[src/hw/rtl/bal_pkg.sv]
// Shared widths, constants and status types of the block average lux converter.
package bal_pkg;

  localparam int SAMPLE_W  = 12;
  localparam int SUM_W     = 28;
  localparam int LEN_W     = 16;
  localparam int DIVR_W    = LEN_W + 1;
  localparam int FRAC_W    = 8;
  localparam int AVG_W     = 20;
  localparam int INT_W     = AVG_W - FRAC_W;
  localparam int LUX_W     = 22;
  localparam int HI_W      = SUM_W - SAMPLE_W;
  localparam int LO_W      = AVG_W;
  localparam int DIV_STEPS = AVG_W;
  localparam int MUL_STEPS = INT_W;
  localparam int DIV_CNT_W = $clog2(DIV_STEPS);
  localparam int MUL_CNT_W = $clog2(MUL_STEPS);

  localparam logic [LEN_W-1:0]  BLEN_RESET = LEN_W'(16);
  localparam logic [DIVR_W-1:0] BLEN_ZERO  = DIVR_W'(65536);
  localparam logic [LUX_W-1:0]  LUX_SCALE  = LUX_W'(825);

  typedef struct packed {
    logic busy;
    logic done;
  } unit_stat_t;

endpackage

[src/hw/rtl/block_average_lux_converter.sv]
// Top level of the block average lux converter: accumulator, sequencer and output register.
//
// The input channel takes one 12-bit ADC sample per word (in_valid, in_stall).
// Samples are summed and counted; when the count reaches the block length set
// through cfg_we and cfg_wdata, one result word leaves on the output channel
// (out_valid, out_stall) with the 12.8 average and the lux value in 1/1024 lux.
// A block length of zero means a block of 65536 samples.
// A sample that does not end a block is taken without stalling, so such words
// stream back to back. A sample that ends a block starts a bit-serial divide
// and then a bit-serial multiply, after which the result is registered on
// out_valid; the input is stalled from that sample until the result is loaded.
// The output register lets new samples be taken while a result waits. If the
// receiver still stalls the previous result when the next one is ready, the
// new result waits inside the block and the input stays stalled.
// Reset clears the sum, the count and out_valid, and sets the block length to
// 16. Writing the block length leaves the running sum and count untouched.
module block_average_lux_converter
  import bal_pkg::*;
(
  input  logic                clk,
  input  logic                rst_n,
  input  logic                cfg_we,
  input  logic [LEN_W-1:0]    cfg_wdata,
  input  logic                in_valid,
  output logic                in_stall,
  input  logic [SAMPLE_W-1:0] in_sample,
  output logic                out_valid,
  input  logic                out_stall,
  output logic [AVG_W-1:0]    out_average_q8,
  output logic [LUX_W-1:0]    out_lux_q10
);

  typedef enum logic [3:0] {
    S_IDLE = 4'b0001,
    S_DIV  = 4'b0010,
    S_MUL  = 4'b0100,
    S_HOLD = 4'b1000
  } ctl_state_t;

  ctl_state_t        state_r, state_nxt;
  logic [LEN_W-1:0]  blen_r, blen_nxt;
  logic [SUM_W-1:0]  sum_r, sum_nxt;
  logic [LEN_W-1:0]  cnt_r, cnt_nxt;
  logic              out_valid_r, out_valid_nxt;
  logic [AVG_W-1:0]  avg_r, avg_nxt;
  logic [AVG_W-1:0]  out_avg_r, out_avg_nxt;
  logic [LUX_W-1:0]  out_lux_r, out_lux_nxt;

  logic              accept;
  logic              block_end;
  logic [DIVR_W-1:0] n_eff;
  logic [DIVR_W-1:0] count;
  logic [SUM_W-1:0]  sum_add;
  logic              div_start;
  logic              mul_start;
  logic              out_load;
  logic [AVG_W-1:0]  quotient;
  logic [LUX_W-1:0]  product;
  unit_stat_t        div_stat;
  unit_stat_t        mul_stat;

  assign in_stall  = (state_r != S_IDLE);
  assign accept    = in_valid && !in_stall;
  assign n_eff     = (blen_r == '0) ? BLEN_ZERO : {1'b0, blen_r};
  assign count     = {1'b0, cnt_r} + DIVR_W'(1);
  assign block_end = (count >= n_eff);
  assign sum_add   = sum_r + SUM_W'(in_sample);
  assign div_start = accept && block_end;
  assign mul_start = (state_r == S_DIV) && div_stat.done;
  assign out_load  = (state_r == S_HOLD) && (!out_valid_r || !out_stall);

  bal_div u_div (
    .clk      (clk),
    .rst_n    (rst_n),
    .start    (div_start),
    .sum      (sum_add),
    .divisor  (n_eff),
    .quotient (quotient),
    .stat     (div_stat)
  );

  bal_mul u_mul (
    .clk     (clk),
    .rst_n   (rst_n),
    .start   (mul_start),
    .avg_int (quotient[AVG_W-1:FRAC_W]),
    .product (product),
    .stat    (mul_stat)
  );

  always_comb begin
    state_nxt     = state_r;
    blen_nxt      = cfg_we ? cfg_wdata : blen_r;
    sum_nxt       = sum_r;
    cnt_nxt       = cnt_r;
    avg_nxt       = avg_r;
    out_avg_nxt   = out_avg_r;
    out_lux_nxt   = out_lux_r;
    out_valid_nxt = out_valid_r && out_stall;
    unique case (state_r)
      S_IDLE: begin
        if (accept) begin
          if (block_end) begin
            sum_nxt   = '0;
            cnt_nxt   = '0;
            state_nxt = S_DIV;
          end else begin
            sum_nxt = sum_add;
            cnt_nxt = count[LEN_W-1:0];
          end
        end
      end
      S_DIV: begin
        if (div_stat.done) begin
          avg_nxt   = quotient;
          state_nxt = S_MUL;
        end
      end
      S_MUL: begin
        if (mul_stat.done) begin
          state_nxt = S_HOLD;
        end
      end
      S_HOLD: begin
        if (out_load) begin
          out_avg_nxt   = avg_r;
          out_lux_nxt   = product;
          out_valid_nxt = 1'b1;
          state_nxt     = S_IDLE;
        end
      end
      default: begin
        state_nxt = S_IDLE;
      end
    endcase
  end

  always_ff @(posedge clk) begin
    if (!rst_n) begin
      state_r     <= S_IDLE;
      blen_r      <= BLEN_RESET;
      sum_r       <= '0;
      cnt_r       <= '0;
      out_valid_r <= 1'b0;
    end else begin
      state_r     <= state_nxt;
      blen_r      <= blen_nxt;
      sum_r       <= sum_nxt;
      cnt_r       <= cnt_nxt;
      out_valid_r <= out_valid_nxt;
    end
  end

  always_ff @(posedge clk) begin
    avg_r     <= avg_nxt;
    out_avg_r <= out_avg_nxt;
    out_lux_r <= out_lux_nxt;
  end

  assign out_valid      = out_valid_r;
  assign out_average_q8 = out_avg_r;
  assign out_lux_q10    = out_lux_r;

  a_block_end_stalls: assert property (@(posedge clk) disable iff (!rst_n)
    div_start |=> in_stall)
    else $error("Input not stalled after a block-ending word.");

  a_div_active: assert property (@(posedge clk) disable iff (!rst_n)
    (state_r == S_DIV) |-> (div_stat.busy || div_stat.done))
    else $error("Sequencer waits on an idle divider.");

  a_mul_active: assert property (@(posedge clk) disable iff (!rst_n)
    (state_r == S_MUL) |-> (mul_stat.busy || mul_stat.done))
    else $error("Sequencer waits on an idle multiplier.");

  a_mul_done_state: assert property (@(posedge clk) disable iff (!rst_n)
    mul_stat.done |-> (state_r == S_MUL))
    else $error("Multiplier finished outside its state.");

  a_out_from_hold: assert property (@(posedge clk) disable iff (!rst_n)
    $rose(out_valid) |-> $past(state_r == S_HOLD))
    else $error("Result word raised without a finished computation.");

endmodule

[src/hw/rtl/bal_div.sv]
// Bit-serial restoring divider that forms the saturated 12.8 block average.
module bal_div
  import bal_pkg::*;
(
  input  logic              clk,
  input  logic              rst_n,
  input  logic              start,
  input  logic [SUM_W-1:0]  sum,
  input  logic [DIVR_W-1:0] divisor,
  output logic [AVG_W-1:0]  quotient,
  output unit_stat_t        stat
);

  logic                 busy_r, busy_nxt;
  logic                 done_r, done_nxt;
  logic [DIV_CNT_W-1:0] cnt_r, cnt_nxt;
  logic                 sat_r, sat_nxt;
  logic [HI_W-1:0]      rem_r, rem_nxt;
  logic [LO_W-1:0]      dvd_r, dvd_nxt;
  logic [AVG_W-1:0]     q_r, q_nxt;
  logic [DIVR_W-1:0]    n_r, n_nxt;
  logic [DIVR_W-1:0]    trial;
  logic                 ge;
  logic                 sat_in;

  assign trial  = {rem_r, dvd_r[LO_W-1]};
  assign ge     = (trial >= n_r);
  assign sat_in = ({1'b0, sum[SUM_W-1:SAMPLE_W]} >= divisor);

  always_comb begin
    busy_nxt = busy_r;
    done_nxt = 1'b0;
    cnt_nxt  = cnt_r;
    sat_nxt  = sat_r;
    rem_nxt  = rem_r;
    dvd_nxt  = dvd_r;
    q_nxt    = q_r;
    n_nxt    = n_r;
    if (start) begin
      busy_nxt = 1'b1;
      cnt_nxt  = '0;
      sat_nxt  = sat_in;
      rem_nxt  = sat_in ? '0 : sum[SUM_W-1:SAMPLE_W];
      dvd_nxt  = {sum[SAMPLE_W-1:0], {FRAC_W{1'b0}}};
      q_nxt    = '0;
      n_nxt    = divisor;
    end else if (busy_r) begin
      rem_nxt = ge ? HI_W'(trial - n_r) : trial[HI_W-1:0];
      dvd_nxt = {dvd_r[LO_W-2:0], 1'b0};
      q_nxt   = {q_r[AVG_W-2:0], ge};
      cnt_nxt = cnt_r + DIV_CNT_W'(1);
      if (cnt_r == DIV_CNT_W'(DIV_STEPS - 1)) begin
        busy_nxt = 1'b0;
        done_nxt = 1'b1;
      end
    end
  end

  always_ff @(posedge clk) begin
    if (!rst_n) begin
      busy_r <= 1'b0;
      done_r <= 1'b0;
      cnt_r  <= '0;
    end else begin
      busy_r <= busy_nxt;
      done_r <= done_nxt;
      cnt_r  <= cnt_nxt;
    end
  end

  always_ff @(posedge clk) begin
    sat_r <= sat_nxt;
    rem_r <= rem_nxt;
    dvd_r <= dvd_nxt;
    q_r   <= q_nxt;
    n_r   <= n_nxt;
  end

  assign quotient  = sat_r ? '1 : q_r;
  assign stat.busy = busy_r;
  assign stat.done = done_r;

endmodule

[src/hw/rtl/bal_mul.sv]
// Bit-serial shift-and-add multiplier that scales the integer average to lux.
module bal_mul
  import bal_pkg::*;
(
  input  logic             clk,
  input  logic             rst_n,
  input  logic             start,
  input  logic [INT_W-1:0] avg_int,
  output logic [LUX_W-1:0] product,
  output unit_stat_t       stat
);

  logic                 busy_r, busy_nxt;
  logic                 done_r, done_nxt;
  logic [MUL_CNT_W-1:0] cnt_r, cnt_nxt;
  logic [INT_W-1:0]     mplr_r, mplr_nxt;
  logic [LUX_W-1:0]     acc_r, acc_nxt;

  always_comb begin
    busy_nxt = busy_r;
    done_nxt = 1'b0;
    cnt_nxt  = cnt_r;
    mplr_nxt = mplr_r;
    acc_nxt  = acc_r;
    if (start) begin
      busy_nxt = 1'b1;
      cnt_nxt  = '0;
      mplr_nxt = avg_int;
      acc_nxt  = '0;
    end else if (busy_r) begin
      acc_nxt  = {acc_r[LUX_W-2:0], 1'b0} + (mplr_r[INT_W-1] ? LUX_SCALE : '0);
      mplr_nxt = {mplr_r[INT_W-2:0], 1'b0};
      cnt_nxt  = cnt_r + MUL_CNT_W'(1);
      if (cnt_r == MUL_CNT_W'(MUL_STEPS - 1)) begin
        busy_nxt = 1'b0;
        done_nxt = 1'b1;
      end
    end
  end

  always_ff @(posedge clk) begin
    if (!rst_n) begin
      busy_r <= 1'b0;
      done_r <= 1'b0;
      cnt_r  <= '0;
    end else begin
      busy_r <= busy_nxt;
      done_r <= done_nxt;
      cnt_r  <= cnt_nxt;
    end
  end

  always_ff @(posedge clk) begin
    mplr_r <= mplr_nxt;
    acc_r  <= acc_nxt;
  end

  assign product   = acc_r;
  assign stat.busy = busy_r;
  assign stat.done = done_r;

endmodule

[config.mk]
export PLATFORM = sky130hd
export DESIGN_NAME = block_average_lux_converter
export DESIGN_NICKNAME = d
export VERILOG_FILES = /design/src/hw/rtl/bal_pkg.sv /design/src/hw/rtl/block_average_lux_converter.sv /design/src/hw/rtl/bal_div.sv /design/src/hw/rtl/bal_mul.sv
export SDC_FILE = /design/constraint.sdc
export NUM_CORES = 1
export LEC_CHECK = 0
export ABC_AREA = 0
export BUFFER_PORTS_ARGS = -buffer_cell sky130_fd_sc_hd__buf_2
export CORE_UTILIZATION = 35
export CTS_CLUSTER_DIAMETER = 40
export DETAILED_ROUTE_END_ITERATION = 10
export GPL_TIMING_DRIVEN = 1
export MAX_ROUTING_LAYER = met4
export PLACE_DENSITY = 0.61
export SETUP_SLACK_MARGIN = 0.15
export SYNTH_ARGS = -nofsm -noshare
export SYNTH_HDL_FRONTEND = slang
export SYNTH_SLANG_ARGS = --single-unit
[constraint.sdc]
create_clock -name clk -period 4.3 [get_ports clk]
set_input_delay 0.86 -clock clk [delete_from_list [all_inputs] [get_ports clk]]
set_output_delay 0.86 -clock clk [all_outputs]
set_load 0.02 [all_outputs]
==> flow_summary.ini <==
[place]
dp_cells = 1693
io_buffers = 76
hpwl_um = 18800
dpl_worst_slack_ns = -0.141
place_congestion = 0.837

[sta]
slew_headroom = 0.395
slew_viol_final = 0
fin_ws_ns = 0.312
rsz0062_at_grt = false
setup_viol = 0
hold_viol = 0
max_freq_ghz = 0.251
min_period_ns = 3.99
tightest_slew_ns = 0.907
post-route-period-util = 0.927
finalClockSkew_ns = 0.0285

[power_and_ir_drop]
ir_drop_mv = 0.295
power.density_mw_per_mm2 = 445
p_leak_nw = 5.89

[critical_path]
worstPathMaxFanout = 13
cp.required_ns = 4.55
reg2reg_setup_slack_ns = 0.31
worstPathArrival_ns = 4.24
critPathKind = flop to flop
endpoint_kind = flop
startpoint_type = flop

[clock_network]
clkLatencyLatePin_ns = 0.52
cts_root_buf = clkbuf_16
cts_made_buffers = 40
clock_path_buffers = 3
numClockSinks = 240
htree_levels = 2
cts_tree = done
clkTransAtPathRegs_ns = 0.05

[yosys]
synth_edf_count = 120
syn_nets = 1273
ys_types = 71
synth_seq_cells = 240
synthArstFlopShare = 0
ys_seq_area_frac = 0.500
ys_warn_count = 0
synth_flop_cell = edfxtp_1
syn_area_per_cell_um2 = 10.3
syn_area_mm2 = 0.0120
netlist_instances = 1167

[grt]
antenna_found_initial = 0
grtUsageTotal = 0.155
overflow = 0
grt_first_pass_wirelength_um = 42900
grt_pass1_vias = 8510
grt_max_degree = 59

[drt]
drc_errors = 0
final_antenna_net_count = 0
dr.pass1.iters = 5
wirelength_um = 26500
via_count = 8873
via_per_inst = 5.02
drt_iter0_drc = 563
wl_per_cell_um = 15.0

[cells_and_area]
drive_gt1_frac = 0.200
finalNonFillerCells = 1766
diodes = 0
nets = 1394
nFillCells = 3209
synthToLayoutAreaGrowth_pct = 21.7

[worst_hold_path]
hold_path_class = flop to flop

[flow_run]
cap_violations = 0

[floorplanning]
core_area_mm2 = 0.0336
ios = 77
die_w_um = 187
die_area_mm2 = 0.0350
die_h_um = 187
start_util = 0.357
rows = 67

[outcome]
status = finished clean
[area by class of cell]
| class | instances | area, um2 | area share |
|---|---|---|---|
| Sequential cell | 240 | 6010 | 0.411 |
| Timing Repair Buffer | 141 | 893 | 0.0611 |
| Inverter | 64 | 240 | 0.0164 |
| Tap cell | 448 | 561 | 0.0384 |
| Clock inverter | 24 | 240 | 0.0164 |
| Clock buffer | 48 | 1100 | 0.0755 |
| Multi-Input combinational cell | 801 | 5570 | 0.381 |
[report_power, final]
group          leakage, nW  switching, mW  internal, mW  total (mW)
clock network        0.658           1.15          1.99        3.13
registers             2.07          0.130          2.57        2.70
logic                 3.16          0.352         0.311       0.663
[worst paths after layout]
path	start	endpoint	depth (start not counted)
min reg2reg	avg_r[14]$_DFFE_PP_	out_average_q8[14]$_DFFE_PP_	0
max reg2reg	cnt_r[1]$_SDFFE_PN0P_	u_div.rem_r[14]$_DFFE_PP_	16
min	avg_r[14]$_DFFE_PP_	out_average_q8[14]$_DFFE_PP_	0
max	cnt_r[1]$_SDFFE_PN0P_	u_div.rem_r[14]$_DFFE_PP_	16
[logic make-up (layout without fill, tap and decap cells)]
family                     count (synthesis)  count (layout)  synth area share
muxes                                     63              63            0.0538
and+or+nand+nor                          349             349             0.144
buffers and inverters                    126             277            0.0412
xor gates and xnor gates                  73              73            0.0533
adders and majority gates                 73              73            0.0780
AOI/OAI and AO/OA                        243             243             0.129
DFF                                      240             240             0.500
[routing by layer]
layer	vias to the layer above	GRT usage	routed length, um
li1	4455	-	-
met4	0	0.0492	500
met5	-	-	0
met3	42	0.0281	1150
met1	4195	0.194	12300
met2	181	0.254	12600
[per-stage QoR]
step	area [um2]	hold WS [ns]	power (mW)	TNS [ns]	utilization
2_1_floorplan	12000	0.400	3.20	0	-
3_3_place_gp	13200	0.403	3.38	-0.623	0.394
3_5_place_dp	13200	0.406	3.40	-1.51	0.394
4_1_cts	14600	0.419	6.57	0	0.434
5_1_grt	14600	0.424	6.77	0	0.435
6_report	14600	0.417	6.50	0	0.435
[synth_stat cells, drive strengths merged (15+ instances only)]
library cell / number / area, um2
o21a: 15 / 113
nand3: 23 / 115
and3: 18 / 113
mux2i: 51 / 510
clkbuf: 49 / 184
dfxtp: 120 / 2400
edfxtp: 120 / 3600
xnor2: 41 / 359
ha: 70 / 876
xor2: 32 / 280
or2: 22 / 138
o22ai: 17 / 113
nor2: 112 / 420
a21oi: 60 / 312
o21ai: 69 / 345
nand2: 78 / 293
inv: 64 / 240
nor3: 15 / 75.1
[state kept, by name, summed over array words and instances (netlist names), 4 cells and up]
| signal | count |
|---|---|
| blen_r | 16 |
| u_div.n_r | 17 |
| u_div.q_r | 20 |
| u_mul.cnt_r | 4 |
| u_mul.mplr_r | 12 |
| u_mul.product | 22 |
| u_div.cnt_r | 5 |
| avg_r | 20 |
| state_r | 4 |
| u_div.dvd_r | 12 |
| sum_r | 28 |
| out_average_q8 | 20 |
| cnt_r | 16 |
| u_div.rem_r | 16 |
| out_lux_q10 | 22 |
[layout by cell type, fill, tap and decap left out, types with 6 or more instances in the layout]
master,netlist,final
buf_4,1,63
nor3_1,15,15
dfxtp_1,120,120
o22ai_1,16,16
a21oi_1,59,58
nand3_1,23,23
nor2b_1,6,6
a211oi_1,12,11
a21o_1,9,9
a22oi_1,9,9
nand4_1,14,14
xor2_1,32,32
xnor2_1,41,41
clkbuf_16,0,42
inv_6,0,7
nor4_1,8,8
mux2i_1,51,51
a31oi_1,11,11
ha_1,70,70
o21ai_1,14,15
nand2b_1,7,6
inv_1,63,61
nor2_1,112,112
nand3b_1,14,14
o21a_1,15,15
edfxtp_1,120,120
buf_2,8,76
or3_1,7,7
nor3b_1,7,6
and3_1,18,17
nand2_1,78,77
o21ai_0,55,54
mux2_2,12,12
or2_2,21,21
[critical path: stages, from the launching register on]
cell	delay, ns
dfxtp_1	0.37
ha_1	0.19
nand3_1	0.11
nor3_1	0.28
and3_2	0.28
and3_1	0.24
xor2_1	0.16
ha_1	0.25
a21o_1	0.18
a211o_1	0.35
a2111oi_4	0.34
a31oi_4	0.22
nand2_1	0.20
inv_2	0.14
nand2_1	0.14
buf_12	0.14
o221ai_1	0.12
[repair_timing]
action | CTS | global route
buffers inserted | 0 | 1
hold buffers | 0 | 0
gates resized for setup | 0 | 4
endpoints found under the setup margin | 0 | 110
No activity file was read; power rests on OpenSTA's default activity.
